--- config.mk ---
export PLATFORM = sky130hd
export DESIGN_NAME = supply_link_frame_controller_unit_flat
export DESIGN_NICKNAME = d
export VERILOG_FILES = /design/src/hw/rtl/slfc_pkg.sv /design/src/hw/rtl/slfc_in_if.sv /design/src/hw/rtl/slfc_out_if.sv /design/src/hw/rtl/slfc_front.sv /design/src/hw/rtl/slfc_job_fifo.sv /design/src/hw/rtl/slfc_back.sv /design/src/hw/rtl/supply_link_frame_controller_unit.sv /design/src/flat_wrapper.sv
export SDC_FILE = /design/constraint.sdc
export NUM_CORES = 1
export LEC_CHECK = 0
export BUFFER_PORTS_ARGS = -buffer_cell sky130_fd_sc_hd__buf_2
export CORE_UTILIZATION = 50
export DETAILED_ROUTE_END_ITERATION = 12
export PLACE_DENSITY = 0.73
export SLEW_MARGIN = 10
export SYNTH_ARGS = -nofsm -noshare
export SYNTH_HDL_FRONTEND = slang
export SYNTH_SLANG_ARGS = --single-unit
--- constraint.sdc ---
create_clock -name clk -period 9.55 [get_ports clk]
set_clock_uncertainty 0.1 [all_clocks]
set_input_delay 1.91 -clock clk [delete_from_list [all_inputs] [get_ports clk]]
set_output_delay 1.91 -clock clk [all_outputs]
set_load 0.1 [all_outputs]
--- src/hw/rtl/slfc_pkg.sv ---
// ---------------------------------------------------------------------------
// Supply link frame controller package
// Widths, reset values, phase and register codes, and the job record.
// ---------------------------------------------------------------------------
`default_nettype none

package slfc_pkg;

	localparam int RX_W       = 8;
	localparam int SAMPLE_W   = 10;
	localparam int VOLT_W     = 16;
	localparam int THRESH_W   = 9;
	localparam int GAIN_W     = 8;
	localparam int SCALED_W   = 9;
	localparam int PWM_W      = 8;
	localparam int SETPOINT_W = 16;
	localparam int FLAG_W     = 5;
	localparam int POLL_W     = 4;
	localparam int APB_ADDR_W = 4;
	localparam int APB_DATA_W = 32;

	localparam logic [RX_W-1:0]     SYNC_RESET   = 8'h42;
	localparam logic [THRESH_W-1:0] THRESH_RESET = 9'd20;
	localparam logic [GAIN_W-1:0]   GAIN_RESET   = 8'd192;

	localparam int CURRENT_SCALE = 35;
	localparam int CURRENT_SHIFT = 7;
	localparam int SCALE_W       = 6;

	// command flag bit positions
	localparam int FLAG_MAIN = 0;
	localparam int FLAG_AUTO = 1;
	localparam int FLAG_IGN  = 2;
	localparam int FLAG_HV   = 3;
	localparam int FLAG_SIM  = 4;

	localparam int JOB_FIFO_DEPTH = 2;
	localparam int TX_MAX         = 3;

	typedef enum logic [3:0] {
		PH_SYNC         = 4'd0,
		PH_CMD_FIRST    = 4'd1,
		PH_CMD_SECOND   = 4'd2,
		PH_CHECK_FIRST  = 4'd3,
		PH_CHECK_SECOND = 4'd4,
		PH_SET_LOW      = 4'd5,
		PH_SET_HIGH     = 4'd6,
		PH_SKIP_0       = 4'd7,
		PH_SKIP_1       = 4'd8,
		PH_SKIP_2       = 4'd9,
		PH_SKIP_3       = 4'd10,
		PH_POLL         = 4'd11,
		PH_TAIL         = 4'd12
	} slfc_phase_t;

	typedef enum logic [POLL_W-1:0] {
		POLL_CURRENT = 4'd0,
		POLL_VOLTAGE = 4'd1
	} slfc_poll_t;

	typedef enum logic [1:0] {
		REG_SYNC_VALUE    = 2'd0,
		REG_IGN_THRESHOLD = 2'd1,
		REG_PWM_GAIN      = 2'd2
	} slfc_reg_t;

	typedef struct packed {
		logic [RX_W-1:0]     sync_value;
		logic [THRESH_W-1:0] ign_threshold;
		logic [GAIN_W-1:0]   pwm_gain;
	} slfc_cfg_t;

	typedef struct packed {
		logic                main_enable;
		logic                auto_mode;
		logic                simmer_supply_on;
		logic                hv_supply_on;
		logic                ignition_detected;
		logic                ignite_pulse;
		logic [PWM_W-1:0]    pwm_compare;
		logic [SCALED_W-1:0] scaled_current;
	} slfc_status_t;

	typedef struct packed {
		logic [1:0]                 last_idx;
		logic                       tx_valid;
		logic [TX_MAX-1:0][RX_W-1:0] tx;
		slfc_status_t               status;
	} slfc_job_t;

endpackage

`default_nettype wire

--- src/hw/rtl/slfc_in_if.sv ---
// ---------------------------------------------------------------------------
// Supply link frame controller: request channel
// Received byte with current and voltage samples, valid/ready handshake.
// ---------------------------------------------------------------------------
`default_nettype none

interface slfc_in_if;
	logic        valid;
	logic        ready;
	logic [7:0]  rx_byte;
	logic [9:0]  current_sample;
	logic [15:0] voltage_sample;

	modport source (output valid, rx_byte, current_sample, voltage_sample, input ready);
	modport sink (input valid, rx_byte, current_sample, voltage_sample, output ready);
endinterface

`default_nettype wire

--- src/hw/rtl/slfc_out_if.sv ---
// ---------------------------------------------------------------------------
// Supply link frame controller: result channel
// Reply byte plus supply status, valid/ready handshake.
// ---------------------------------------------------------------------------
`default_nettype none

interface slfc_out_if;
	logic       valid;
	logic       ready;
	logic       tx_valid;
	logic [7:0] tx_byte;
	logic       tx_last;
	logic       main_enable;
	logic       auto_mode;
	logic       simmer_supply_on;
	logic       hv_supply_on;
	logic       ignition_detected;
	logic       ignite_pulse;
	logic [7:0] pwm_compare;
	logic [8:0] scaled_current;

	modport source (output valid, tx_valid, tx_byte, tx_last, main_enable, auto_mode,
		simmer_supply_on, hv_supply_on, ignition_detected, ignite_pulse, pwm_compare,
		scaled_current, input ready);
	modport sink (input valid, tx_valid, tx_byte, tx_last, main_enable, auto_mode,
		simmer_supply_on, hv_supply_on, ignition_detected, ignite_pulse, pwm_compare,
		scaled_current, output ready);
endinterface

`default_nettype wire

--- src/hw/rtl/slfc_front.sv ---
// ---------------------------------------------------------------------------
// Supply link frame controller: frame parser
// Takes requests, steps the frame phases, and builds one reply job each.
// ---------------------------------------------------------------------------
`default_nettype none

module slfc_front #(
	parameter int SAMPLE_BITS = 10
) (
	input  wire logic              clk,
	input  wire logic              arst_n,
	slfc_in_if.sink                in_ch,
	input  wire slfc_pkg::slfc_cfg_t cfg,
	output logic                   push_valid,
	input  wire logic              push_ready,
	output slfc_pkg::slfc_job_t    push_job
);
	import slfc_pkg::*;

	localparam int USED_BITS = (SAMPLE_BITS < SAMPLE_W) ? SAMPLE_BITS : SAMPLE_W;
	localparam logic [SAMPLE_W-1:0] SAMPLE_MASK = SAMPLE_W'((1 << USED_BITS) - 1);
	localparam int PROD_W = SAMPLE_W + SCALE_W;
	localparam int PWM_PROD_W = SETPOINT_W + GAIN_W;

	slfc_phase_t           phase_q, phase_n;
	logic [RX_W-1:0]       cmd_first_q, cmd_first_n;
	logic [RX_W-1:0]       cmd_second_q, cmd_second_n;
	logic [RX_W-1:0]       check_first_q, check_first_n;
	logic [RX_W-1:0]       set_low_q, set_low_n;
	logic [SETPOINT_W-1:0] setpoint_q, setpoint_n;
	logic [FLAG_W-1:0]     flags_q, flags_n;
	logic                  prev_ign_q;

	logic                  accept;
	logic [RX_W-1:0]       rx;
	logic [SAMPLE_W-1:0]   sample;
	logic [PROD_W-1:0]     cur_prod;
	logic [SCALED_W-1:0]   scaled;
	logic                  ign_det;
	logic [PWM_PROD_W-1:0] pwm_prod;
	logic [POLL_W-1:0]     poll;
	logic [VOLT_W-1:0]     reply_value;
	logic                  main_on;

	assign accept       = in_ch.valid && push_ready;
	assign in_ch.ready  = push_ready;
	assign push_valid   = in_ch.valid;

	assign rx       = in_ch.rx_byte;
	assign sample   = in_ch.current_sample & SAMPLE_MASK;
	assign cur_prod = PROD_W'(sample) * PROD_W'(CURRENT_SCALE);
	assign scaled   = cur_prod[CURRENT_SHIFT +: SCALED_W];
	assign ign_det  = (scaled > cfg.ign_threshold);
	assign poll     = rx[POLL_W-1:0];
	assign main_on  = flags_q[FLAG_MAIN];

	always_ff @(posedge clk or negedge arst_n) begin
		if (!arst_n) begin
			phase_q       <= PH_SYNC;
			cmd_first_q   <= '0;
			cmd_second_q  <= '0;
			check_first_q <= '0;
			set_low_q     <= '0;
			setpoint_q    <= '0;
			flags_q       <= '0;
			prev_ign_q    <= 1'b0;
		end else if (accept) begin
			phase_q       <= phase_n;
			cmd_first_q   <= cmd_first_n;
			cmd_second_q  <= cmd_second_n;
			check_first_q <= check_first_n;
			set_low_q     <= set_low_n;
			setpoint_q    <= setpoint_n;
			flags_q       <= flags_n;
			prev_ign_q    <= flags_n[FLAG_IGN];
		end
	end

	always_comb begin
		phase_n       = phase_q;
		cmd_first_n   = cmd_first_q;
		cmd_second_n  = cmd_second_q;
		check_first_n = check_first_q;
		set_low_n     = set_low_q;
		setpoint_n    = setpoint_q;
		flags_n       = flags_q;
		push_job      = '0;
		reply_value   = '0;
		case (phase_q)
			PH_SYNC: begin
				if (rx == cfg.sync_value)
					phase_n = PH_CMD_FIRST;
			end
			PH_CMD_FIRST: begin
				cmd_first_n = rx;
				phase_n     = PH_CMD_SECOND;
			end
			PH_CMD_SECOND: begin
				cmd_second_n = rx;
				phase_n      = PH_CHECK_FIRST;
			end
			PH_CHECK_FIRST: begin
				check_first_n = rx;
				phase_n       = PH_CHECK_SECOND;
			end
			PH_CHECK_SECOND: begin
				// both commands must match their complemented check bytes
				if (cmd_first_q == ~check_first_q && cmd_second_q == ~rx)
					flags_n = cmd_first_q[FLAG_W-1:0];
				phase_n = PH_SET_LOW;
			end
			PH_SET_LOW: begin
				set_low_n = rx;
				phase_n   = PH_SET_HIGH;
			end
			PH_SET_HIGH: begin
				setpoint_n = {rx, set_low_q};
				phase_n    = PH_SKIP_0;
			end
			PH_SKIP_0: phase_n = PH_SKIP_1;
			PH_SKIP_1: phase_n = PH_SKIP_2;
			PH_SKIP_2: phase_n = PH_SKIP_3;
			PH_SKIP_3: phase_n = PH_POLL;
			PH_POLL: begin
				push_job.tx_valid = 1'b1;
				push_job.tx[0]    = {5'b0, main_on && flags_q[FLAG_SIM], ign_det,
					main_on && flags_q[FLAG_HV]};
				if (poll == POLL_CURRENT || poll == POLL_VOLTAGE) begin
					reply_value       = (poll == POLL_CURRENT) ? VOLT_W'(scaled)
						: in_ch.voltage_sample;
					push_job.last_idx = 2'd2;
					push_job.tx[1]    = reply_value[7:0];
					push_job.tx[2]    = reply_value[15:8];
				end
				phase_n = PH_TAIL;
			end
			PH_TAIL: phase_n = PH_SYNC;
			default: phase_n = PH_SYNC;
		endcase

		pwm_prod = PWM_PROD_W'(setpoint_n) * PWM_PROD_W'(cfg.pwm_gain);
		push_job.status.main_enable       = flags_n[FLAG_MAIN];
		push_job.status.auto_mode         = flags_n[FLAG_AUTO];
		push_job.status.simmer_supply_on  = flags_n[FLAG_MAIN] && flags_n[FLAG_SIM];
		push_job.status.hv_supply_on      = flags_n[FLAG_MAIN] && flags_n[FLAG_HV];
		push_job.status.ignition_detected = ign_det;
		push_job.status.ignite_pulse      = flags_n[FLAG_IGN] && !prev_ign_q;
		push_job.status.pwm_compare       = pwm_prod[PWM_W +: PWM_W];
		push_job.status.scaled_current    = scaled;
	end

endmodule

`default_nettype wire

--- src/hw/rtl/slfc_job_fifo.sv ---
// ---------------------------------------------------------------------------
// Supply link frame controller: job queue
// Short queue between the frame parser and the reply sender.
// ---------------------------------------------------------------------------
`default_nettype none

module slfc_job_fifo (
	input  wire logic                clk,
	input  wire logic                arst_n,
	input  wire logic                push_valid,
	output logic                     push_ready,
	input  wire slfc_pkg::slfc_job_t push_job,
	output logic                     pop_valid,
	input  wire logic                pop_ready,
	output slfc_pkg::slfc_job_t      pop_job
);
	import slfc_pkg::*;

	localparam int PTR_W = (JOB_FIFO_DEPTH > 1) ? $clog2(JOB_FIFO_DEPTH) : 1;
	localparam int CNT_W = $clog2(JOB_FIFO_DEPTH + 1);
	localparam logic [PTR_W-1:0] PTR_LAST = PTR_W'(JOB_FIFO_DEPTH - 1);
	localparam logic [CNT_W-1:0] CNT_FULL = CNT_W'(JOB_FIFO_DEPTH);

	slfc_job_t        entries_q [JOB_FIFO_DEPTH];
	logic [PTR_W-1:0] wr_ptr_q;
	logic [PTR_W-1:0] rd_ptr_q;
	logic [CNT_W-1:0] count_q;
	logic             do_push;
	logic             do_pop;

	assign push_ready = (count_q != CNT_FULL);
	assign pop_valid  = (count_q != '0);
	assign pop_job    = entries_q[rd_ptr_q];
	assign do_push    = push_valid && push_ready;
	assign do_pop     = pop_valid && pop_ready;

	always_ff @(posedge clk or negedge arst_n) begin
		if (!arst_n) begin
			wr_ptr_q <= '0;
			rd_ptr_q <= '0;
			count_q  <= '0;
		end else begin
			if (do_push)
				wr_ptr_q <= (wr_ptr_q == PTR_LAST) ? '0 : wr_ptr_q + 1'b1;
			if (do_pop)
				rd_ptr_q <= (rd_ptr_q == PTR_LAST) ? '0 : rd_ptr_q + 1'b1;
			if (do_push && !do_pop)
				count_q <= count_q + 1'b1;
			else if (do_pop && !do_push)
				count_q <= count_q - 1'b1;
		end
	end

	always_ff @(posedge clk) begin
		if (do_push)
			entries_q[wr_ptr_q] <= push_job;
	end

endmodule

`default_nettype wire

--- src/hw/rtl/slfc_back.sv ---
// ---------------------------------------------------------------------------
// Supply link frame controller: reply sender
// Unrolls each job into one or three results behind an output register.
// ---------------------------------------------------------------------------
`default_nettype none

module slfc_back (
	input  wire logic                clk,
	input  wire logic                arst_n,
	input  wire logic                pop_valid,
	output logic                     pop_ready,
	input  wire slfc_pkg::slfc_job_t pop_job,
	slfc_out_if.source               out_ch
);
	import slfc_pkg::*;

	logic             out_valid_q;
	logic [1:0]       idx_q;
	logic             tx_valid_q;
	logic [RX_W-1:0]  tx_byte_q;
	logic             tx_last_q;
	slfc_status_t     status_q;
	logic             load;
	logic             last_item;

	assign load      = pop_valid && (!out_valid_q || out_ch.ready);
	assign last_item = (idx_q == pop_job.last_idx);
	assign pop_ready = load && last_item;

	always_ff @(posedge clk or negedge arst_n) begin
		if (!arst_n) begin
			out_valid_q <= 1'b0;
			idx_q       <= '0;
		end else begin
			if (load) begin
				out_valid_q <= 1'b1;
				idx_q       <= last_item ? 2'd0 : idx_q + 2'd1;
			end else if (out_ch.ready) begin
				out_valid_q <= 1'b0;
			end
		end
	end

	always_ff @(posedge clk) begin
		if (load) begin
			tx_valid_q <= pop_job.tx_valid;
			tx_byte_q  <= pop_job.tx[idx_q];
			tx_last_q  <= last_item;
			status_q   <= pop_job.status;
		end
	end

	assign out_ch.valid             = out_valid_q;
	assign out_ch.tx_valid          = tx_valid_q;
	assign out_ch.tx_byte           = tx_byte_q;
	assign out_ch.tx_last           = tx_last_q;
	assign out_ch.main_enable       = status_q.main_enable;
	assign out_ch.auto_mode         = status_q.auto_mode;
	assign out_ch.simmer_supply_on  = status_q.simmer_supply_on;
	assign out_ch.hv_supply_on      = status_q.hv_supply_on;
	assign out_ch.ignition_detected = status_q.ignition_detected;
	assign out_ch.ignite_pulse      = status_q.ignite_pulse;
	assign out_ch.pwm_compare       = status_q.pwm_compare;
	assign out_ch.scaled_current    = status_q.scaled_current;

endmodule

`default_nettype wire

--- src/hw/rtl/supply_link_frame_controller_unit.sv ---
// ---------------------------------------------------------------------------
// Supply link frame controller unit
// Frame parser, job queue and reply sender with an APB register port.
// ---------------------------------------------------------------------------
// Each request (one received byte plus current and voltage samples) is taken
// by the frame parser and turned into a job; the reply sender emits one
// result per cycle from a two-entry job queue unless the output stalls. A
// non-poll byte gives one result, so such requests are taken every cycle
// unless the output stalls; a poll byte for current or voltage gives three
// results and holds the result side until all three are out, which sets the
// sustained rate on poll frames. Registers at byte addresses 0 (sync value),
// 4 (ignition threshold) and 8 (PWM gain); write them only while the block is
// idle. Output flags reflect the state after the request that caused them.
`default_nettype none

module supply_link_frame_controller_unit #(
	parameter int SAMPLE_BITS = 10
) (
	input  wire logic                            clk,
	input  wire logic                            arst_n,
	slfc_in_if.sink                              in_ch,
	slfc_out_if.source                           out_ch,
	input  wire logic                            psel,
	input  wire logic                            penable,
	input  wire logic                            pwrite,
	input  wire logic [slfc_pkg::APB_ADDR_W-1:0] paddr,
	input  wire logic [slfc_pkg::APB_DATA_W-1:0] pwdata,
	output logic [slfc_pkg::APB_DATA_W-1:0]      prdata,
	output logic                                 pready
);
	import slfc_pkg::*;

	slfc_cfg_t  cfg_q;
	logic       cfg_write;
	logic [1:0] reg_idx;
	logic       push_valid;
	logic       push_ready;
	slfc_job_t  push_job;
	logic       pop_valid;
	logic       pop_ready;
	slfc_job_t  pop_job;

	assign pready    = 1'b1;
	assign reg_idx   = paddr[APB_ADDR_W-1:2];
	assign cfg_write = psel && penable && pwrite && pready;

	always_ff @(posedge clk or negedge arst_n) begin
		if (!arst_n) begin
			cfg_q.sync_value    <= SYNC_RESET;
			cfg_q.ign_threshold <= THRESH_RESET;
			cfg_q.pwm_gain      <= GAIN_RESET;
		end else if (cfg_write) begin
			case (reg_idx)
				REG_SYNC_VALUE:    cfg_q.sync_value    <= pwdata[RX_W-1:0];
				REG_IGN_THRESHOLD: cfg_q.ign_threshold <= pwdata[THRESH_W-1:0];
				REG_PWM_GAIN:      cfg_q.pwm_gain      <= pwdata[GAIN_W-1:0];
				default: ;
			endcase
		end
	end

	always_comb begin
		case (reg_idx)
			REG_SYNC_VALUE:    prdata = APB_DATA_W'(cfg_q.sync_value);
			REG_IGN_THRESHOLD: prdata = APB_DATA_W'(cfg_q.ign_threshold);
			REG_PWM_GAIN:      prdata = APB_DATA_W'(cfg_q.pwm_gain);
			default:           prdata = '0;
		endcase
	end

	slfc_front #(
		.SAMPLE_BITS (SAMPLE_BITS)
	) u_front (
		.clk        (clk),
		.arst_n     (arst_n),
		.in_ch      (in_ch),
		.cfg        (cfg_q),
		.push_valid (push_valid),
		.push_ready (push_ready),
		.push_job   (push_job)
	);

	slfc_job_fifo u_fifo (
		.clk        (clk),
		.arst_n     (arst_n),
		.push_valid (push_valid),
		.push_ready (push_ready),
		.push_job   (push_job),
		.pop_valid  (pop_valid),
		.pop_ready  (pop_ready),
		.pop_job    (pop_job)
	);

	slfc_back u_back (
		.clk       (clk),
		.arst_n    (arst_n),
		.pop_valid (pop_valid),
		.pop_ready (pop_ready),
		.pop_job   (pop_job),
		.out_ch    (out_ch)
	);

endmodule

`default_nettype wire

--- src/flat_wrapper.sv ---
// flat-port wrapper written by rule: the top's interface ports become plain ports
module supply_link_frame_controller_unit_flat import slfc_pkg::*;
#(
	parameter int SAMPLE_BITS = 10
)
  (clk, arst_n, psel, penable, pwrite, paddr, pwdata, prdata, pready, in_ch_valid, in_ch_rx_byte, in_ch_current_sample, in_ch_voltage_sample, in_ch_ready, out_ch_valid, out_ch_tx_valid, out_ch_tx_byte, out_ch_tx_last, out_ch_main_enable, out_ch_auto_mode, out_ch_simmer_supply_on, out_ch_hv_supply_on, out_ch_ignition_detected, out_ch_ignite_pulse, out_ch_pwm_compare, out_ch_scaled_current, out_ch_ready);
  slfc_in_if in_ch_i ();
  slfc_out_if out_ch_i ();
  input  wire logic clk;
  input  wire logic arst_n;
  input  wire logic psel;
  input  wire logic penable;
  input  wire logic pwrite;
  input  wire logic [slfc_pkg::APB_ADDR_W-1:0] paddr;
  input  wire logic [slfc_pkg::APB_DATA_W-1:0] pwdata;
  output logic [slfc_pkg::APB_DATA_W-1:0] prdata;
  output logic pready;
  input wire logic [$bits(in_ch_i.valid)-1:0] in_ch_valid;
  input wire logic [$bits(in_ch_i.rx_byte)-1:0] in_ch_rx_byte;
  input wire logic [$bits(in_ch_i.current_sample)-1:0] in_ch_current_sample;
  input wire logic [$bits(in_ch_i.voltage_sample)-1:0] in_ch_voltage_sample;
  output wire logic [$bits(in_ch_i.ready)-1:0] in_ch_ready;
  output wire logic [$bits(out_ch_i.valid)-1:0] out_ch_valid;
  output wire logic [$bits(out_ch_i.tx_valid)-1:0] out_ch_tx_valid;
  output wire logic [$bits(out_ch_i.tx_byte)-1:0] out_ch_tx_byte;
  output wire logic [$bits(out_ch_i.tx_last)-1:0] out_ch_tx_last;
  output wire logic [$bits(out_ch_i.main_enable)-1:0] out_ch_main_enable;
  output wire logic [$bits(out_ch_i.auto_mode)-1:0] out_ch_auto_mode;
  output wire logic [$bits(out_ch_i.simmer_supply_on)-1:0] out_ch_simmer_supply_on;
  output wire logic [$bits(out_ch_i.hv_supply_on)-1:0] out_ch_hv_supply_on;
  output wire logic [$bits(out_ch_i.ignition_detected)-1:0] out_ch_ignition_detected;
  output wire logic [$bits(out_ch_i.ignite_pulse)-1:0] out_ch_ignite_pulse;
  output wire logic [$bits(out_ch_i.pwm_compare)-1:0] out_ch_pwm_compare;
  output wire logic [$bits(out_ch_i.scaled_current)-1:0] out_ch_scaled_current;
  input wire logic [$bits(out_ch_i.ready)-1:0] out_ch_ready;
  assign in_ch_i.valid = in_ch_valid;
  assign in_ch_i.rx_byte = in_ch_rx_byte;
  assign in_ch_i.current_sample = in_ch_current_sample;
  assign in_ch_i.voltage_sample = in_ch_voltage_sample;
  assign in_ch_ready = in_ch_i.ready;
  assign out_ch_valid = out_ch_i.valid;
  assign out_ch_tx_valid = out_ch_i.tx_valid;
  assign out_ch_tx_byte = out_ch_i.tx_byte;
  assign out_ch_tx_last = out_ch_i.tx_last;
  assign out_ch_main_enable = out_ch_i.main_enable;
  assign out_ch_auto_mode = out_ch_i.auto_mode;
  assign out_ch_simmer_supply_on = out_ch_i.simmer_supply_on;
  assign out_ch_hv_supply_on = out_ch_i.hv_supply_on;
  assign out_ch_ignition_detected = out_ch_i.ignition_detected;
  assign out_ch_ignite_pulse = out_ch_i.ignite_pulse;
  assign out_ch_pwm_compare = out_ch_i.pwm_compare;
  assign out_ch_scaled_current = out_ch_i.scaled_current;
  assign out_ch_i.ready = out_ch_ready;
  supply_link_frame_controller_unit #(.SAMPLE_BITS(SAMPLE_BITS)) u_core (.clk(clk), .arst_n(arst_n), .in_ch(in_ch_i), .out_ch(out_ch_i), .psel(psel), .penable(penable), .pwrite(pwrite), .paddr(paddr), .pwdata(pwdata), .prdata(prdata), .pready(pready));
endmodule
==> metrics.md, run 1 <==
| Metric | Value |
|---|---|
| Top cell by count, worst path | `fa_1` |
| Share of layout cells above drive strength 1 | `0.221` |
| Row count | `57` |
| Die X | `160 um` |
| Sink Count | `210` |
| Synthesis-to-finish area growth | `11.7%` |
| Synthesized area | `0.0125 mm2` |
| DP Area | `0.0132 mm2` |
| Clk buf depth | `3` |
| ANT cells | `0` |
| Rel. slew slack | `0.256` |
| Ports | `145` |
| GRT Residual Overflow | `0` |
| P_int | `approximately 2600 uW` |
| Slowest cell on crit path | `mux2i_1` |
| H-tree Lvls | `1` |
| Sequential share of power | `0.343` |
| Initial antenna violation count | `0` |
| Synth warn | `0` |
| Count of final setup violators | `0` |
| Final Cycle Share | `0.676` |
| Root buffer cell | `clkbuf_16` |
| Fin. Hold Viols | `0` |
| Max-cap violations | `0` |
| Wire length per cell | `approximately 18 um` |
| Hold path cells | `2` |
| Syn Area/Cell | `12.1 um2` |
| Synthesized flop and latch total | `210` |
| Initial DRC Count | `407` |
| Final nets | `1322` |
| Clock power frac | `0.190` |
| CTS tree | `done` |
| Maximum vdd ir drop | `0.000202 V` |
| Antenna Violating Nets Remaining | `0` |
| Beginning of the worst register-to-register path | `u_core.u_front.phase_q[3]` |
| Status | `finished clean` |
| Main synth FF type | `edfxtp_1` |
| DIE AREA | `0.0256 mm2` |
| Setup ws final | `3.10 ns` |
| Crit path DAT | `6.61 ns` |
| Max frequency | `about 0.15 GHz` |
| Clock Latency Late Sink | `0.54 ns` |
| Routed vias/inst | `5.32` |
| Crit path kind | `in2reg` |
| Non-filler cells, final | `1465` |
| Commonest cells after routing, fill and taps aside | `inv_1 (121), edfxtp_1 (121), buf_2 (94)` |
| CP startpoint kind | `input pin` |
| Worst slack at placement | `roughly 2.6 ns` |
| HP Start | `u_core.u_front.setpoint_q[4]` |
| Worst-path clk slew | `0.06 ns` |
| Worst R2R Setup Slack | `3.42 ns` |
| Combinational share of power | `0.467` |
| Design Area, Final | `0.0139 mm2` |
| Buffers added on ports | `95` |
| Worst Hold Endpoint | `u_core.u_front.setpoint_q[4]` |
| Drt drc | `0` |
| Net switching power | `2030 uW` |
| Required time of the critical path | `9.71 ns` |
| PwrDens | `331 mW/mm2` |
| Crit path capture type | `flip-flop` |
| Largest net degree at the start of global routing | `75` |
| Crit path max fanout | `26` |
| DP Wirelength | `about 18000 um` |
| # hold bufs at CTS | `0` |
| Starting density of the core | `0.512` |
| Placed Cells | `1421` |
| DIE HEIGHT | `between 150 and 200 um` |
| Mapped Cells | `1032` |
| Fill count | `2056` |
| Slew of the pin with the lowest slew margin | `1.12 ns` |
| Setup TNS Final | `0 ns` |
| Routed WL | `25900 um` |
| Post-cts sizing count | `0` |
| Vias in the first global route | `8241` |
| Routability Congestion | `~0.84` |
| Ys async rst share | `0.424` |
| Core ar. | `0.0244 mm2` |
| First-pass GRT wire length | `about 43000 um` |
| RSZ-0062 raised after global routing | `false` |
| Total leakage power | `0.00621 uW` |
| Worst r2r dst | `u_core.u_fifo.entries_q[1][11]` |
| Post-CTS setup repair buffer count | `0` |
| Tmin final | `6.45 ns` |
| Critical-path cell list | `buf_2 -> mux2i_1 -> nor2b_1 -> fa_1 -> fa_1 -> fa_1 -> inv_1 -> fa_1 -> inv_1 -> ha_1 -> a2111o_1 -> nor3_1 -> nor2_1 -> a31oi_1 -> xnor2_1` |
| Slew Limit Fails | `0` |
| Sw Share | `0.440` |
| Register-to-Register Path Depth | `18` |
| TritonCTS Buffers | `24` |
| Hold Path Class | `reg2reg` |
| CP peak stage delay | `about 0.67 ns` |
| Number of synthesized flops with an enable pin | `roughly 120` |
| Synth unique cells | `64` |
| Pre-antenna DRT Iters | `5` |
| Total track usage | `0.211` |
| Post-synthesis sequential area ratio | `0.470` |
| Total number of vias | `7800` |
critical path: cells and delay by family:
family,cells,cell delay [ns]
adders and majority gates,5,2.35
and+or+nand+nor,3,0.56
muxes,1,0.67
xor gates and xnor gates,1,0.10
buffers and inverters,3,0.38
AOI/OAI and AO/OA,2,0.63
area by class of cell:
| type | instances | area, um2 | area share |
|---|---|---|---|
| Inverter | 122 | 458 | 0.0328 |
| Clock buffer | 28 | 626 | 0.0449 |
| Tap cell | 324 | 405 | 0.0291 |
| Timing Repair Buffer | 107 | 568 | 0.0407 |
| Multi-Input combinational cell | 658 | 5880 | 0.422 |
| Sequential cell | 210 | 5870 | 0.421 |
| Clock inverter | 16 | 134 | 0.00960 |
flip-flops by register name (all words and copies together) (netlist names), 2 cells and up:
signal,count
u_core.cfg_q,25
u_core.u_front.check_first_q,8
u_core.u_front.setpoint_q,16
u_core.u_back.out_ch.scaled_current,9
u_core.u_fifo.count_q,2
u_core.u_front.cmd_first_q,8
u_core.u_back.out_ch.pwm_compare,8
u_core.u_front.cmd_second_q,8
u_core.u_front.set_low_q,8
u_core.u_back.out_ch.tx_byte,8
u_core.u_front.phase_q,4
u_core.u_back.idx_q,2
u_core.u_fifo.entries_q,88
u_core.u_front.flags_q,5
synthesized netlist by cell type (all sizes together), types with 11 or more instances:
master,n,area (um2)
nor2,33,126
and3,11,68.8
ha,58,726
xor2,30,263
clkbuf,28,105
nand2,64,240
buf,36,272
xnor2,24,210
a21oi,15,78.8
dfrtp,83,2080
nand2b,18,113
mux2,87,980
o21ai,45,225
edfxtp,121,3630
inv,121,454
nor2b,44,275
mux2i,32,324
nand3,15,75.1
fa,64,1280
logic make-up (layout without fill, tap and decap cells):
family | count (synthesis) | after routing | share of synthesized area
other cells | 2 | 24 | 0.000602
simple gates | 223 | 223 | 0.0943
xor+xnor | 55 | 55 | 0.0397
flops | 210 | 210 | 0.470
compound gates | 112 | 112 | 0.0579
mux | 122 | 122 | 0.110
fa+ha+maj | 122 | 122 | 0.161
buf+inv | 186 | 273 | 0.0668
how the worst max path moves through the flow:
stage / start / end / slack [ns] / cells after the start
after floorplan: paddr[2] / prdata[8] / 2.93 / 2
after global placement: in_ch_rx_byte[0] / u_core.u_fifo.entries_q[0][15] / 2.65 / 15
after detailed placement: in_ch_rx_byte[0] / u_core.u_fifo.entries_q[0][15] / 2.57 / 15
after CTS: in_ch_rx_byte[0] / u_core.u_fifo.entries_q[1][15] / 3.11 / 15
after global routing: in_ch_rx_byte[0] / u_core.u_fifo.entries_q[0][15] / 2.86 / 15
final: in_ch_rx_byte[0] / u_core.u_fifo.entries_q[0][15] / 3.10 / 15
through the flow:
step | utilization | hold WS, ns | total power (uW)
after detailed placement | 0.541 | 0.370 | 3770
after floorplan | - | 0.349 | 3300
final | 0.572 | 0.383 | 4620
after CTS | 0.572 | 0.383 | 4650
after global routing | 0.572 | 0.398 | 4900
after global placement | 0.541 | 0.362 | 3700
power by group through the flow:
stage / sequential (uW) / clock (uW) / combinational [uW]
6_report: 1580 / 876 / 2160
5_1_grt: 1620 / 930 / 2350
4_1_cts: 1580 / 891 / 2180
3_5_place_dp: 1600 / 0 / 2170
3_3_place_gp: 1580 / 0 / 2110
2_1_floorplan: 2040 / 0 / 1260
layer usage:
layer,vias up,track usage,wire length (um)
met3,34,0.0283,1120
met2,196,0.362,12800
met4,0,0.0593,462
met5,-,0,0
li1,3654,-,-
met1,3916,0.282,11600
(Power assumes the default switching activity.)
==> inputs of run 2 (changes only) <==
--- a/config.mk
+++ b/config.mk
@@ -8,7 +8,7 @@
 export BUFFER_PORTS_ARGS = -buffer_cell sky130_fd_sc_hd__buf_2
 export CORE_UTILIZATION = 50
 export DETAILED_ROUTE_END_ITERATION = 12
-export PLACE_DENSITY = 0.73
+export PLACE_DENSITY = 0.76
 export SLEW_MARGIN = 10
 export SYNTH_ARGS = -nofsm -noshare
 export SYNTH_HDL_FRONTEND = slang
==> constraint.sdc (replaced) <==
create_clock -name clk -period 5.5 [get_ports clk]
set_clock_uncertainty 0.1 [all_clocks]
set_input_delay 1.1 -clock clk [delete_from_list [all_inputs] [get_ports clk]]
set_output_delay 1.1 -clock clk [all_outputs]
set_load 0.1 [all_outputs]
==> metrics.md, run 2 (synthesis gave the netlist of run 1 again) <==
| Metric | Value |
|---|---|
| GRT Residual Overflow | `0 (unchanged)` |
| Core ar. | `0.0244 mm2 (unchanged)` |
| CTS tree | `done` |
| Max reg flops | `88 (unchanged)` |
| Biggest register | `u_core.u_fifo.entries_q` |
| Seq. cell area | `0.00587 mm2 (unchanged)` |
| Ports | `145 (unchanged)` |
| Beginning of the worst register-to-register path | `u_core.u_front.phase_q[3]` |
| Starting density of the core | `0.512 (unchanged)` |
| Hold path cells | `2 (unchanged)` |
| Slowest cell on crit path | `fa_1` |
| Setup TNS Final | `0 ns (unchanged)` |
| Maximum vdd ir drop | `0.000468 V (+130%)` |
| H-tree Lvls | `1 (unchanged)` |
| Status | `finished clean` |
| Initial antenna violation count | `0 (unchanged)` |
| Max frequency | `0.190 GHz` |
| CP peak stage delay | `0.53 ns (-0.14 ns)` |
| Initial DRC Count | `489 (+20%)` |
| Commonest cells after routing, fill and taps aside | `inv_1 (121), edfxtp_1 (121), buf_2 (94)` |
| Routability Congestion | `0.848 (+1.5%)` |
| Worst-path clk slew | `0.06 ns (about the same)` |
| Antenna Violating Nets Remaining | `0 (unchanged)` |
| HP Start | `u_core.u_front.setpoint_q[2]` |
| Fin. Hold Viols | `0 (unchanged)` |
| Pre-antenna DRT Iters | `5 (unchanged)` |
| Total track usage | `0.212 (+0.000780)` |
| Final nets | `1344 (+1.7%)` |
| Crit path kind | `reg2reg` |
| Routed WL | `26200 um (+0.82%)` |
| Vias in the first global route | `8255 (+0.17%)` |
| ANT cells | `0 (unchanged)` |
| CP startpoint kind | `flip-flop` |
| Wire length per cell | `17.6 um (-0.54%)` |
| Synthesis-to-finish area growth | `13.9%` |
| Setup crit start | `u_core.u_front.phase_q[3]` |
| Area of the multi-input gates | `0.00593 mm2 (+0.70%)` |
| Routed vias/inst | `5.37 (+0.87%)` |
| Worst R2R Setup Slack | `0.25 ns (-3.17 ns)` |
| Tmin final | `about 5.3 ns` |
| Count of final setup violators | `0 (unchanged)` |
| Fill count | `2010 (-2.2%)` |
| Hold Path Class | `reg2reg` |
| Design Area, Final | `0.0142 mm2 (+1.9%)` |
| Row count | `57 (unchanged)` |
| Register-to-Register Path Depth | `17 (-1)` |
| DIE HEIGHT | `160 um (unchanged)` |
| PwrDens | `580 mW/mm2 (+75%)` |
| DIE AREA | `0.0256 mm2 (unchanged)` |
| Clock Latency Late Sink | `0.53 ns (about the same)` |
| Top cell by count, worst path | `fa_1` |
| Final Cycle Share | `0.955` |
| Critical-path cell list | `and4bb_1 -> buf_12 -> mux2i_4 -> buf_4 -> nor2_1 -> fa_1 -> fa_1 -> fa_1 -> inv_1 -> fa_1 -> inv_1 -> ha_1 -> a2111o_1 -> nor3_2 -> nor2_1 -> a31oi_1 -> xnor2_1` |
| Worst Hold Endpoint | `u_core.u_front.setpoint_q[2]` |
| Total leakage power | `0.00634 uW (+2.2%)` |
| RSZ-0062 raised after global routing | `false` |
| Clk buf depth | `3 (unchanged)` |
| Total number of vias | `7975 (+2.2%)` |
| Crit path max fanout | `26 (unchanged)` |
| Top flop regs | `u_core.u_fifo.entries_q x88, u_core.cfg_q x25, u_core.u_front.setpoint_q x16` |
| Share of layout cells above drive strength 1 | `0.241 (+0.0203)` |
| Die X | `160 um (unchanged)` |
| TritonCTS Buffers | `22 (-8.3%)` |
| # hold bufs at CTS | `0 (unchanged)` |
| Non-filler cells, final | `1485 (+1.4%)` |
| Crit path DAT | `5.39 ns (-1.22 ns)` |
| DP Wirelength | `18800 um (+3.0%)` |
| Sink Count | `210 (unchanged)` |
| Slew of the pin with the lowest slew margin | `1.14 ns (+0.0291 ns)` |
| Max-cap violations | `0 (unchanged)` |
| Worst r2r dst | `u_core.u_fifo.entries_q[1][15]` |
| Placed Cells | `1444 (+1.6%)` |
| Largest net degree at the start of global routing | `46 (-39%)` |
| Rel. slew slack | `0.237 (-0.0194)` |
| Crit path capture type | `flip-flop` |
| Slew Limit Fails | `0 (unchanged)` |
| Buffers added on ports | `95 (unchanged)` |
| Drt drc | `0 (unchanged)` |
| DP Area | `0.0134 mm2 (+1.5%)` |
| Required time of the critical path | `5.63 ns (-4.08 ns)` |
| Root buffer cell | `clkbuf_16` |
| First-pass GRT wire length | `43200 um (+0.82%)` |
-- run 2: cell count changes in the layout (fill, tap and decap cells not counted), moves of 2 or more --
| cell | before | now |
|---|---|---|
| buf_4 | 13 | 36 |
| bufinv_16 | 1 | 4 |
| clkbuf_16 | 24 | 22 |
| clkbuf_8 | 1 | 3 |
| clkinv_1 | 6 | 2 |
| clkinv_2 | 7 | 2 |
| mux2i_1 | 31 | 28 |
| mux2i_4 | 0 | 2 |
-- run 2: how the worst max path moves through the flow --
stage	end	slack, ns	depth (start not counted)
floorplan	u_core.u_fifo.entries_q[0][15]	0.008	19
global placement	u_core.u_fifo.entries_q[0][15]	0.10	15
detailed placement	u_core.u_fifo.entries_q[0][15]	0.03	15
CTS	u_core.u_fifo.entries_q[1][15]	0.09	17
global route	u_core.u_fifo.entries_q[1][15]	0.04	19
finish	u_core.u_fifo.entries_q[1][15]	0.25	17
-- run 2: layout make-up --
type | count | share of cell area
sequential | 210 | 0.413
multi-input combinational | 658 | 0.417
timing repair buffer | 131 | 0.0535
clock buffer | 29 | 0.0427
tap | 324 | 0.0285
inverter | 122 | 0.0322
clock inverter | 11 | 0.0134
-- run 2: per-stage QoR --
stage          setup slack (ns)  total power (uW)   util  hold slack (ns)
2_1_floorplan           0.00757              5740      -            0.349
3_3_place_gp              0.105              6520  0.549            0.363
3_5_place_dp             0.0341              6650  0.549            0.370
4_1_cts                  0.0943              8280  0.581            0.384
5_1_grt                  0.0377              8720  0.583            0.406
6_report                  0.246              8240  0.583            0.381
-- run 2: where the power goes --
| group | total, uW | leakage [uW] | switching, uW | internal (uW) |
|---|---|---|---|---|
| combinational | 3910 | 0.00368 | 2620 | 1280 |
| sequential | 2730 | 0.00228 | 314 | 2420 |
| clock | 1600 | 0.000388 | 624 | 976 |
-- run 2: what timing repair did --
item | CTS | global route
endpoints found under the setup margin | 0 | 8
gates resized for setup | 0 | 4
setup buffers | 0 | 1
-- run 2: routing by layer --
metal  track usage  routed length [um]  vias up
met5             0                   0        -
met4        0.0524                 472        0
met3        0.0231                1150       41
met2         0.358               13000      227
met1         0.294               11600     4020
li1              -                   -     3687
-- run 2: worst max-delay path, delay by kind of cell, from the launching register on --
kind	cells	cell delay (ns)
multiplexers	1	0.31
AO/OA/AOI/OAI	2	0.63
AND/OR/NAND/NOR	4	0.67
XOR/XNOR	1	0.11
buffers and inverters	4	0.50
flip-flops	1	0.38
adder cells (fa/ha/maj)	5	2.26
==> inputs of run 3 (changes only) <==
--- a/config.mk
+++ b/config.mk
@@ -9,6 +9,7 @@
 export CORE_UTILIZATION = 50
 export DETAILED_ROUTE_END_ITERATION = 12
 export PLACE_DENSITY = 0.76
+export REMOVE_ABC_BUFFERS = 1
 export SLEW_MARGIN = 10
 export SYNTH_ARGS = -nofsm -noshare
 export SYNTH_HDL_FRONTEND = slang
==> metrics.md, run 3 (synthesis gave the netlist of run 1 again) <==
| Metric | Value |
|---|---|
| Crit path capture type | `flip-flop` |
| Register-to-Register Path Depth | `17 (unchanged)` |
| DP Wirelength | `18700 um (-0.56%)` |
| Clk buf depth | `3 (unchanged)` |
| Fill count | `2010 (unchanged)` |
| Crit path DAT | `5.39 ns (about the same)` |
| Core ar. | `0.0244 mm2 (unchanged)` |
| Max reg flops | `88 (unchanged)` |
| Vias in the first global route | `8036 (-2.7%)` |
| Root buffer cell | `clkbuf_16` |
| PwrDens | `573 mW/mm2 (-1.2%)` |
| Pre-antenna DRT Iters | `5 (unchanged)` |
| Final Cycle Share | `0.950 (-0.00536)` |
| Required time of the critical path | `5.67 ns (+0.04 ns)` |
| Starting density of the core | `0.512 (unchanged)` |
| H-tree Lvls | `1 (unchanged)` |
| DIE HEIGHT | `160 um (unchanged)` |
| Worst slack at placement | `0.0142 ns (-0.0199 ns)` |
| Ports | `145 (unchanged)` |
| Worst Hold Endpoint | `u_core.u_front.setpoint_q[4]` |
| Hold Path Class | `reg2reg` |
| Initial DRC Count | `449 (-8.2%)` |
| Final core area utilization | `0.579 (-0.00400)` |
| Sink Count | `210 (unchanged)` |
| Commonest cells after routing, fill and taps aside | `inv_1 (121), edfxtp_1 (121), buf_2 (94)` |
| Routed WL | `26100 um (about the same)` |
| Crit path kind | `reg2reg` |
| TritonCTS Buffers | `23 (+4.5%)` |
| Placed Cells | `1446 (+0.14%)` |
| GRT Residual Overflow | `0 (unchanged)` |
| Row count | `57 (unchanged)` |
| Drt drc | `0 (unchanged)` |
| Status | `finished clean` |
| Slew Limit Fails | `0 (unchanged)` |
| Routed vias/inst | `5.31 (-1.1%)` |
| Design Area, Final | `0.0141 mm2 (-0.69%)` |
| Initial antenna violation count | `0 (unchanged)` |
| CTS tree | `done` |
| Seq. cell area | `0.00587 mm2 (unchanged)` |
| ANT cells | `0 (unchanged)` |
| Top flop regs | `u_core.u_fifo.entries_q x88, u_core.cfg_q x25, u_core.u_front.setpoint_q x16` |
| Area of the multi-input gates | `0.00589 mm2 (-0.57%)` |
| Slew of the pin with the lowest slew margin | `1.07 ns (-0.0711 ns)` |
| First-pass GRT wire length | `42300 um (-2.0%)` |
| Count of final setup violators | `0 (unchanged)` |
| Worst-path clk slew | `0.06 ns (about the same)` |
| CP startpoint kind | `flip-flop` |
| DP Area | `0.0134 mm2 (about the same)` |
| Total leakage power | `0.00630 uW (-0.70%)` |
| Maximum vdd ir drop | `0.000426 V (-8.9%)` |
| Worst R2R Setup Slack | `0.28 ns (+0.03 ns)` |
| Crit path max fanout | `20 (-23%)` |
| Antenna Violating Nets Remaining | `0 (unchanged)` |
| RSZ-0062 raised after global routing | `false` |
| Buffers added on ports | `95 (unchanged)` |
| Setup ws final | `0.276 ns (+0.0295 ns)` |
| DIE AREA | `0.0256 mm2 (unchanged)` |
| Largest net degree at the start of global routing | `53 (+15%)` |
| Max-cap violations | `0 (unchanged)` |
| Final nets | `1346 (+0.15%)` |
| Wire length per cell | `17.6 um (-0.18%)` |
| Share of layout cells above drive strength 1 | `0.236 (-0.00557)` |
| Die X | `160 um (unchanged)` |
| Total number of vias | `7901 (-0.93%)` |
| Max frequency | `0.191 GHz (+0.56%)` |
| Worst r2r dst | `u_core.u_fifo.entries_q[1][15]` |
| Rel. slew slack | `0.284 (+0.0474)` |
| Biggest register | `u_core.u_fifo.entries_q` |
| HP Start | `u_core.u_front.setpoint_q[4]` |
| Routability Congestion | `0.848 (about the same)` |
| Tmin final | `5.22 ns (-0.0295 ns)` |
| Synthesis-to-finish area growth | `13.1%` |
| Fin. Hold Viols | `0 (unchanged)` |
| Non-filler cells, final | `1487 (+0.13%)` |
| Total track usage | `0.209 (-0.00304)` |
| # hold bufs at CTS | `0 (unchanged)` |
| Hold path cells | `2 (unchanged)` |
| Beginning of the worst register-to-register path | `u_core.u_front.phase_q[3]` |
| Clock Latency Late Sink | `0.52 ns (about the same)` |
## run 3: power breakdown
| part | total (uW) | internal [uW] | switching, uW |
|---|---|---|---|
| registers | 2730 | 2420 | 307 |
| clock network | 1470 | 867 | 608 |
| logic | 3890 | 1290 | 2600 |
## run 3: final cells by class
| class | instances | area share |
|---|---|---|
| clock buffers | 35 | 0.0461 |
| repair buffers | 132 | 0.0544 |
| well taps | 324 | 0.0287 |
| clock inverters | 6 | 0.00532 |
| inverters | 122 | 0.0324 |
| multi-input cells | 658 | 0.417 |
| flip-flops and latches | 210 | 0.416 |
## run 3: how the worst max path moves through the flow
| stage | cells past startpoint | to | from | slack (ns) |
|---|---|---|---|---|
| floorplan | 15 | u_core.u_fifo.entries_q[0][15] | u_core.u_front.phase_q[3] | -0.16 |
| global placement | 19 | u_core.u_fifo.entries_q[1][24] | in_ch_current_sample[6] | 0.13 |
| detailed placement | 19 | u_core.u_fifo.entries_q[0][24] | in_ch_current_sample[6] | 0.01 |
| CTS | 20 | u_core.u_fifo.entries_q[1][15] | u_core.u_front.phase_q[3] | 0.20 |
| global route | 20 | u_core.u_fifo.entries_q[0][14] | u_core.u_front.phase_q[3] | 0.02 |
| finish | 17 | u_core.u_fifo.entries_q[1][15] | u_core.u_front.phase_q[3] | 0.28 |
## run 3: worst max-delay path: stages, from the launching register on
cell and delay (ns):
dfrtp_1 0.38, and4bb_4 0.40, buf_12 0.18, mux2i_1 0.19, buf_4 0.20, nor2b_1 0.08, fa_1 0.55, fa_1 0.44
fa_1 0.49, inv_1 0.05, fa_1 0.47, inv_1 0.04, ha_1 0.29, a2111o_1 0.40, nor3_1 0.30, nor2_1 0.13
a31oi_1 0.21, xnor2_1 0.10
## run 3: what timing repair did
item,CTS,global route
setup buffers,0,0
setup endpoints to repair,0,6
gates resized for setup,0,3
endpoints found under the hold margin,0,0
## run 3: through the flow
stage	TNS, ns	power, uW	hold WS, ns
after detailed placement	0	6640	0.371
after floorplan	-0.808	5660	0.349
after CTS	0	8140	0.385
after global routing	0	8560	0.414
after global placement	0	6520	0.361
final	0	8090	0.387
## run 3: layer usage
layer | share of wire | track usage | routed length, um
met2 | 0.50 | 0.358 | 13000
met3 | 0.046 | 0.0231 | 1200
met5 | 0 | 0 | 0
met1 | 0.44 | 0.287 | 11600
met4 | 0.015 | 0.0446 | 390
